$ cat src/rtl/brdz_pkg.sv
package brdz_pkg;

  localparam int unsigned CodeWidth   = 16;
  localparam int unsigned ExtraWidth  = 12;
  localparam int unsigned DzWidth     = 15;
  localparam int unsigned ExtraShift  = 4;
  localparam logic [CodeWidth-1:0] MidscaleCode = 16'd32768;
  localparam logic [CodeWidth-1:0] CodeMax      = 16'hFFFF;

  localparam int unsigned AddrWidth = 5;
  localparam int unsigned DataWidth = 32;
  localparam int unsigned OutTdataWidth = 48;

  localparam logic [2:0] RegStepSize   = 3'd0;
  localparam logic [2:0] RegDeadZone   = 3'd1;
  localparam logic [2:0] RegStepPeriod = 3'd2;
  localparam logic [2:0] RegMainMask   = 3'd3;
  localparam logic [2:0] RegExtraMask  = 3'd4;

  typedef enum logic [1:0] {
    PH_IDLE,
    PH_APPROACH,
    PH_JUMP,
    PH_FINAL
  } phase_e;

  typedef struct packed {
    logic [CodeWidth-1:0] step_size;
    logic [DzWidth-1:0]   dead_zone;
    logic [CodeWidth-1:0] step_period;
    logic [CodeWidth-1:0] main_mask;
    logic [CodeWidth-1:0] extra_mask;
  } cfg_t;

  typedef struct packed {
    logic [CodeWidth-1:0]  full_code;
    logic [CodeWidth-1:0]  main_code;
    logic [ExtraWidth-1:0] extra_code;
    logic                  extra_write;
    logic                  last_step;
  } result_t;

endpackage

$ cat src/rtl/brdz_core.sv
module brdz_core (
  input  logic                           clk_i,
  input  logic                           rst_ni,
  input  brdz_pkg::cfg_t                 cfg_i,
  input  logic                           item_valid_i,
  input  logic                           item_kind_i,
  input  logic [brdz_pkg::CodeWidth-1:0] item_target_i,
  output logic                           res_valid_o,
  output brdz_pkg::result_t              res_o
);
  import brdz_pkg::*;

  logic [CodeWidth-1:0] cur_q, cur_d;
  logic [CodeWidth-1:0] goal_q, goal_d;
  phase_e               phase_q, phase_d;
  logic                 up_q, up_d;
  logic [CodeWidth-1:0] tick_q, tick_d;

  function automatic phase_e settle_phase(phase_e ph, logic up, logic [CodeWidth-1:0] cur,
                                          logic [CodeWidth-1:0] goal,
                                          logic [CodeWidth-1:0] lo,
                                          logic [CodeWidth-1:0] hi);
    phase_e               p;
    logic [CodeWidth-1:0] near;
    p    = ph;
    near = up ? lo : hi;
    if (p == PH_APPROACH && !(up ? (cur < near) : (cur > near))) begin
      p = PH_JUMP;
    end
    if (p == PH_FINAL && !(up ? (cur < goal) : (cur > goal))) begin
      p = PH_IDLE;
    end
    return p;
  endfunction

  function automatic logic [CodeWidth-1:0] move_toward(logic up, logic [CodeWidth-1:0] c,
                                                       logic [CodeWidth-1:0] limit,
                                                       logic [CodeWidth-1:0] st);
    logic [CodeWidth:0]   sum;
    logic [CodeWidth-1:0] n;
    sum = {1'b0, c} + {1'b0, st};
    if (up) begin
      n = (sum > {1'b0, limit}) ? limit : sum[CodeWidth-1:0];
    end else begin
      n = (c > st) ? (c - st) : '0;
      if (n < limit) begin
        n = limit;
      end
    end
    return n;
  endfunction

  logic [CodeWidth:0]   hi_sum;
  logic [CodeWidth:0]   tick_next;
  logic [CodeWidth-1:0] low_edge, high_edge, step_eff, period_eff;
  logic [CodeWidth-1:0] goal_sel, code_new;
  logic                 start, up0, up_sel, emit;
  phase_e               ph0, ph1, emit_ph, ph2, ph3;

  always_comb begin
    hi_sum     = {1'b0, MidscaleCode} + {2'b0, cfg_i.dead_zone};
    low_edge   = ({1'b0, cfg_i.dead_zone} >= MidscaleCode) ? '0
                 : MidscaleCode - {1'b0, cfg_i.dead_zone};
    high_edge  = hi_sum[CodeWidth] ? CodeMax : hi_sum[CodeWidth-1:0];
    step_eff   = (cfg_i.step_size == '0) ? CodeWidth'(1) : cfg_i.step_size;
    period_eff = (cfg_i.step_period == '0) ? CodeWidth'(1) : cfg_i.step_period;

    start = !item_kind_i;
    if (item_target_i > MidscaleCode && cur_q < MidscaleCode) begin
      up0 = 1'b1;
      ph0 = PH_APPROACH;
    end else if (item_target_i < MidscaleCode && cur_q > MidscaleCode) begin
      up0 = 1'b0;
      ph0 = PH_APPROACH;
    end else begin
      up0 = item_target_i > cur_q;
      ph0 = PH_FINAL;
    end
    ph1 = settle_phase(ph0, up0, cur_q, item_target_i, low_edge, high_edge);

    tick_next = {1'b0, tick_q} + 1'b1;
    up_sel    = start ? up0 : up_q;
    goal_sel  = start ? item_target_i : goal_q;
    emit_ph   = start ? ph1 : phase_q;
    emit      = start ? (ph1 != PH_IDLE)
                : (phase_q != PH_IDLE && tick_next >= {1'b0, period_eff});

    case (emit_ph)
      PH_APPROACH: code_new = move_toward(up_sel, cur_q, up_sel ? low_edge : high_edge,
                                          step_eff);
      PH_JUMP:     code_new = up_sel ? high_edge : low_edge;
      default:     code_new = move_toward(up_sel, cur_q, goal_sel, step_eff);
    endcase
    ph2 = (emit_ph == PH_JUMP) ? PH_FINAL : emit_ph;
    ph3 = settle_phase(ph2, up_sel, code_new, goal_sel, low_edge, high_edge);
  end

  always_comb begin
    cur_d   = cur_q;
    goal_d  = goal_q;
    phase_d = phase_q;
    up_d    = up_q;
    tick_d  = tick_q;
    if (item_valid_i) begin
      goal_d = goal_sel;
      up_d   = up_sel;
      if (emit) begin
        cur_d   = code_new;
        phase_d = ph3;
        tick_d  = '0;
      end else if (start) begin
        phase_d = ph1;
        tick_d  = '0;
      end else if (phase_q != PH_IDLE) begin
        tick_d = tick_next[CodeWidth-1:0];
      end
    end
  end

  always_comb begin
    logic [CodeWidth-1:0] shifted;
    shifted                = (code_new & cfg_i.extra_mask) >> ExtraShift;
    res_valid_o            = item_valid_i && emit;
    res_o.full_code        = code_new;
    res_o.main_code        = code_new & cfg_i.main_mask;
    res_o.extra_code       = shifted[ExtraWidth-1:0];
    res_o.extra_write      = (cur_q & cfg_i.extra_mask) != (code_new & cfg_i.extra_mask);
    res_o.last_step        = (ph3 == PH_IDLE);
  end

  always_ff @(posedge clk_i or negedge rst_ni) begin
    if (!rst_ni) begin
      cur_q   <= MidscaleCode;
      goal_q  <= '0;
      phase_q <= PH_IDLE;
      up_q    <= 1'b0;
      tick_q  <= '0;
    end else begin
      cur_q   <= cur_d;
      goal_q  <= goal_d;
      phase_q <= phase_d;
      up_q    <= up_d;
      tick_q  <= tick_d;
    end
  end

endmodule

$ cat src/rtl/bias_ramp_with_dead_zone_top.sv
// Bias ramp generator with a midscale dead zone. Start and tick items enter on the slave
// stream; each is taken into an input register and handled once the result register is
// free or being taken, where the step add and clamp and the dead-zone edge compares update
// the kept code and load the result register. One item is accepted in every cycle unless
// the input register is full while a result still waits to be taken; a result appears on
// the master stream in the cycle after its item is handled. The input register and the
// result register let the next item enter while a result still waits to be taken. Items
// that cause no step give no result. The user must write configuration over the APB port
// only while the block is idle; the block itself does not enforce this. There is no clearing pass after reset.
module bias_ramp_with_dead_zone_top (
  input  logic                               clk_i,
  input  logic                               rst_ni,
  // APB configuration port
  input  logic                               psel,
  input  logic                               penable,
  input  logic                               pwrite,
  input  logic [brdz_pkg::AddrWidth-1:0]     paddr,
  input  logic [brdz_pkg::DataWidth-1:0]     pwdata,
  output logic [brdz_pkg::DataWidth-1:0]     prdata,
  output logic                               pready,
  // Input items
  input  logic                               s_axis_tvalid,
  output logic                               s_axis_tready,
  input  logic [brdz_pkg::CodeWidth-1:0]     s_axis_tdata,   // [15:0] target_code
  input  logic [0:0]                         s_axis_tuser,   // [0] kind
  // Result items
  output logic                               m_axis_tvalid,
  input  logic                               m_axis_tready,
  output logic [brdz_pkg::OutTdataWidth-1:0] m_axis_tdata,   // [15:0] full_code,
                                                             // [31:16] main_code,
                                                             // [43:32] extra_code,
                                                             // [47:44] zero
  output logic [0:0]                         m_axis_tuser,   // [0] extra_write
  output logic                               m_axis_tlast    // last_step
);
  import brdz_pkg::*;

  cfg_t    cfg_q;
  logic    cfg_we;
  logic [2:0] cfg_idx;

  logic                 in_valid_q;
  logic                 in_kind_q;
  logic [CodeWidth-1:0] in_target_q;
  logic                 advance;
  logic                 s_accept;

  logic    core_res_valid;
  result_t core_res;
  logic    out_valid_q;
  result_t out_q;

  assign pready  = 1'b1;
  assign cfg_idx = paddr[AddrWidth-1:2];
  assign cfg_we  = psel && penable && pwrite && pready;

  always_ff @(posedge clk_i or negedge rst_ni) begin
    if (!rst_ni) begin
      cfg_q.step_size   <= CodeWidth'(1);
      cfg_q.dead_zone   <= '0;
      cfg_q.step_period <= '0;
      cfg_q.main_mask   <= CodeMax;
      cfg_q.extra_mask  <= '0;
    end else if (cfg_we) begin
      case (cfg_idx)
        RegStepSize:   cfg_q.step_size   <= pwdata[CodeWidth-1:0];
        RegDeadZone:   cfg_q.dead_zone   <= pwdata[DzWidth-1:0];
        RegStepPeriod: cfg_q.step_period <= pwdata[CodeWidth-1:0];
        RegMainMask:   cfg_q.main_mask   <= pwdata[CodeWidth-1:0];
        RegExtraMask:  cfg_q.extra_mask  <= pwdata[CodeWidth-1:0];
        default: ;
      endcase
    end
  end

  always_comb begin
    case (cfg_idx)
      RegStepSize:   prdata = DataWidth'(cfg_q.step_size);
      RegDeadZone:   prdata = DataWidth'(cfg_q.dead_zone);
      RegStepPeriod: prdata = DataWidth'(cfg_q.step_period);
      RegMainMask:   prdata = DataWidth'(cfg_q.main_mask);
      RegExtraMask:  prdata = DataWidth'(cfg_q.extra_mask);
      default:       prdata = '0;
    endcase
  end

  assign advance       = in_valid_q && (!out_valid_q || m_axis_tready);
  assign s_axis_tready = !in_valid_q || advance;
  assign s_accept      = s_axis_tvalid && s_axis_tready;

  always_ff @(posedge clk_i or negedge rst_ni) begin
    if (!rst_ni) begin
      in_valid_q <= 1'b0;
    end else if (s_accept) begin
      in_valid_q <= 1'b1;
    end else if (advance) begin
      in_valid_q <= 1'b0;
    end
  end

  always_ff @(posedge clk_i) begin
    if (s_accept) begin
      in_kind_q   <= s_axis_tuser[0];
      in_target_q <= s_axis_tdata;
    end
  end

  brdz_core u_core (
    .clk_i         (clk_i),
    .rst_ni        (rst_ni),
    .cfg_i         (cfg_q),
    .item_valid_i  (advance),
    .item_kind_i   (in_kind_q),
    .item_target_i (in_target_q),
    .res_valid_o   (core_res_valid),
    .res_o         (core_res)
  );

  always_ff @(posedge clk_i or negedge rst_ni) begin
    if (!rst_ni) begin
      out_valid_q <= 1'b0;
    end else if (advance) begin
      out_valid_q <= core_res_valid;
    end else if (m_axis_tready) begin
      out_valid_q <= 1'b0;
    end
  end

  always_ff @(posedge clk_i) begin
    if (advance && core_res_valid) begin
      out_q <= core_res;
    end
  end

  assign m_axis_tvalid   = out_valid_q;
  assign m_axis_tdata    = {4'b0, out_q.extra_code, out_q.main_code, out_q.full_code};
  assign m_axis_tuser[0] = out_q.extra_write;
  assign m_axis_tlast    = out_q.last_step;

  assert property (@(posedge clk_i) disable iff (!rst_ni)
    !s_axis_tready |-> (in_valid_q && out_valid_q && !m_axis_tready))
    else $error("input stalled without a waiting result");

  assert property (@(posedge clk_i) disable iff (!rst_ni)
    core_res_valid |-> advance)
    else $error("step produced outside a handled item");

  assert property (@(posedge clk_i) disable iff (!rst_ni)
    (in_valid_q && !advance) |=> (in_valid_q && $stable(in_kind_q) && $stable(in_target_q)))
    else $error("held input item changed or lost");

endmodule
$ cat config.mk
export PLATFORM = sky130hd
export DESIGN_NAME = bias_ramp_with_dead_zone_top
export DESIGN_NICKNAME = d
export VERILOG_FILES = /design/src/rtl/brdz_pkg.sv /design/src/rtl/brdz_core.sv /design/src/rtl/bias_ramp_with_dead_zone_top.sv
export SDC_FILE = /design/constraint.sdc
export NUM_CORES = 1
export LEC_CHECK = 0
export BUFFER_PORTS_ARGS = -buffer_cell sky130_fd_sc_hd__buf_4
export CAP_MARGIN = 20
export CORE_ASPECT_RATIO = 0.8
export CORE_MARGIN = 3
export CORE_UTILIZATION = 55
export CTS_CLUSTER_SIZE = 30
export DETAILED_ROUTE_END_ITERATION = 7
export GPL_ROUTABILITY_DRIVEN = 0
export PLACE_DENSITY = 0.84
export SLEW_MARGIN = 0
export SYNTH_ARGS = -nofsm -noshare
export SYNTH_HDL_FRONTEND = slang
export SYNTH_SLANG_ARGS = --single-unit
export TNS_END_PERCENT = 1
$ cat constraint.sdc
create_clock -name clk_i -period 12.97 [get_ports clk_i]
set_input_delay 2.594 -clock clk_i [delete_from_list [all_inputs] [get_ports clk_i]]
set_output_delay 2.594 -clock clk_i [all_outputs]
set_load 0.01 [all_outputs]
==> reports/results.ini <==
[global_route]
grt_use_total_pct=32.5
grt_max_degree=78
grt_pass1_wl_microns=78000
grt_pass1_vias=13800
grt_overflow=0
antenna_found_initial=1

[sta]
relSlewSlack_pct=20.4
post-route-period-util_pct=81.5
period_needed_ns=10.57
rsz0062_at_grt=false
slew_violations=0
hold_viol=0
tightest_slew_ns=1.16
max_freq_ghz=0.0946
fin_skew_ns=0.0120
tns_ns=0
setup_violations=0
hold_slack_ns=0.494

[clock_network]
post_cts_resized=0
cts-htree-levels=4
ctsHoldBuffers=0
cts_tree=done
numClockSinks=195
numCtsBuffers=17
cts.path.max_buffers=2
postCtsSetupRepairBufs=0
clk_latency_ns=0.46
clockRootBuffer=clkbuf_16
clk_pin_slew_ns=0.07

[critical_path]
crit_path_start=cfg_q[48]$_DFFE_PN0P_
crit_path_frequent_cell=ha_1
cp_data_required_time_ns=13.10
cp_slowest_cell=o21ai_0
path_max_fanout=8
reg2reg_from=cfg_q[48]$_DFFE_PN0P_
cp.arrival_ns=10.70
end_kind=register
critical-path-max-stage-delay_ns=0.72
critPathKind=register to register
critPathLaunchType=register

[routing]
route.detailed.drc=4
dr.first_iter.drc_count=2212
ant_nets=0
dr.pass1.iters=8
num_vias=14600
wire_per_inst_microns=24.2
post_drt_via_cell_ratio=6.79
drt-total-wl_microns=52100

[final_layout]
ff_latch_area_sq_mm=0.00522
final_cell_mix=180 x ha_1, 141 x nand2_1, 125 x buf_4, 114 x o21ai_0, 114 x dfrtp_1
final_cell_count_no_fill=2150
fillerInstances=2180
stdcell_area_sq_mm=0.0175
mostFrequentLayoutCell=ha_1
multiInputGateArea_sq_mm=0.00992
fin_util_pct=61.6
area_growth_pct=9.59
drive_gt1_share_pct=15.8
diodes=0
nNetsFinal=2010

[run_status]
status=finished with violations
violations=design-rule violations

[die]
start_util_pct=56.3
num_rows=55
die_x_microns=197
top_level_ports=146
die_area_sq_mm=0.0312
core_area_sq_mm=0.0284
die_h_microns=158

[synthesis]
yosysSeqAreaShare_pct=32.6
netlist_area_sq_mm=0.0160
postSynthAreaPerCell_sq_um=9.27
synth_edf_count=63
yosysUniqueCellTypes=88
synthesis.instances=1725
ys_ff_latch=195
ys.flop_type=dfrtp_1
async_flop_share_pct=67.7
yosysWarnings=0

[hold_path]
min-delay-start=u_core.goal_q[3]$_DFFE_PN0P_
hp-class=register to register

[placed_design]
io_buffers=106
hpwl_microns=39500
dpl_cell_area_sq_mm=0.0169
post-place-cells=2115

[pwr]
p_per_area_mw_per_mm2=300
ir_drop_mv=0.164
p_leak_nw=7.91

[job]
drv_cap=0

-- kinds of logic after synthesis --
family / synth area share [%]
flip-flops: 32.6
buffers and inverters: 5.89
AND/OR/NAND/NOR: 16.0
adder cells (fa/ha/maj): 14.3
XOR/XNOR: 5.64
multiplexers: 7.71
other: 0.0470
AO/OA/AOI/OAI: 17.8
-- final timing paths --
check | end | slack [ns] | cells past startpoint
hold reg to reg | u_core.goal_q[3]$_DFFE_PN0P_ | 0.49 | 2
setup reg to reg | m_axis_tlast$_DFFE_PP_ | 2.40 | 36
setup / recovery | m_axis_tlast$_DFFE_PP_ | 2.40 | 36
hold / removal | u_core.goal_q[3]$_DFFE_PN0P_ | 0.49 | 2
max in group asynchronous | u_core.goal_q[9]$_DFFE_PN0P_ | 9.44 | 2
min in group asynchronous | u_core.cur_q[13]$_DFFE_PN0P_ | 2.09 | 1
-- layout make-up --
type	count	share of cell area [%]
clock buffers	18	2.45
clock inverters	14	0.986
inverters	90	1.94
multi-input cells	1336	56.6
flip-flops and latches	195	29.8
well taps	370	2.64
repair buffers	127	5.58
-- report_power, final --
| part | total [mW] | switching [mW] | internal [mW] |
|---|---|---|---|
| Clock | 0.558 | 0.252 | 0.306 |
| Combinational | 3.63 | 2.28 | 1.35 |
| Sequential | 1.06 | 0.225 | 0.838 |
-- per-stage QoR --
| stage | power (mW) | setup slack, ns |
|---|---|---|
| 4_1_cts | 5.05 | 3.13 |
| 2_1_floorplan | 3.41 | 5.54 |
| 3_5_place_dp | 4.47 | 3.22 |
| 5_1_grt | 5.53 | 2.41 |
| 3_3_place_gp | 4.31 | 3.53 |
| 6_report | 5.25 | 2.40 |
-- state kept, by name, indices dropped and copies added (netlist names) --
signal,flops
u_core.goal_q,16
in_kind_q,1
m_axis_tvalid,1
m_axis_tuser,1
u_core.phase_q,2
m_axis_tdata,44
in_valid_q,1
u_core.tick_q,16
cfg_q,79
u_core.cur_q,16
in_target_q,16
u_core.up_q,1
m_axis_tlast,1
-- Yosys cell counts (24+ instances only) --
cell	n	area, sq um
ha_1	180	2250
nand2_1	141	529
dfrtp_1	114	2850
o21ai_0	114	571
nor2_1	108	405
inv_1	89	334
xnor2_1	67	587
a21oi_1	66	330
clkbuf_1	66	248
mux2_2	65	732
edfxtp_1	63	1890
mux2i_1	50	500
nand4_1	39	244
a22oi_1	38	285
xor2_1	36	315
and2_1	34	213
a21o_1	31	233
nand3_1	31	155
nor3_1	28	140
buf_4	24	180
-- per-layer routing --
layer / vias to the layer above / global-route usage [%] / wire [microns]
li1: 6337 / - / -
met1: 6922 / 43.6 / 19900
met5: - / 0 / 13
met2: 1132 / 47.6 / 21600
met4: 2 / 11.3 / 1970
met3: 210 / 13.5 / 8620
-- worst max-delay path, delay by kind of cell, from the launching register on --
kind / cells / cell delay, ns
flip-flops: 1 / 0.59
AO/OA/AOI/OAI: 13 / 3.58
AND/OR/NAND/NOR: 15 / 3.82
XOR/XNOR: 1 / 0.17
buffers and inverters: 3 / 0.63
adder cells (fa/ha/maj): 4 / 1.41
Note: power is estimated with default switching activity, not from simulation.
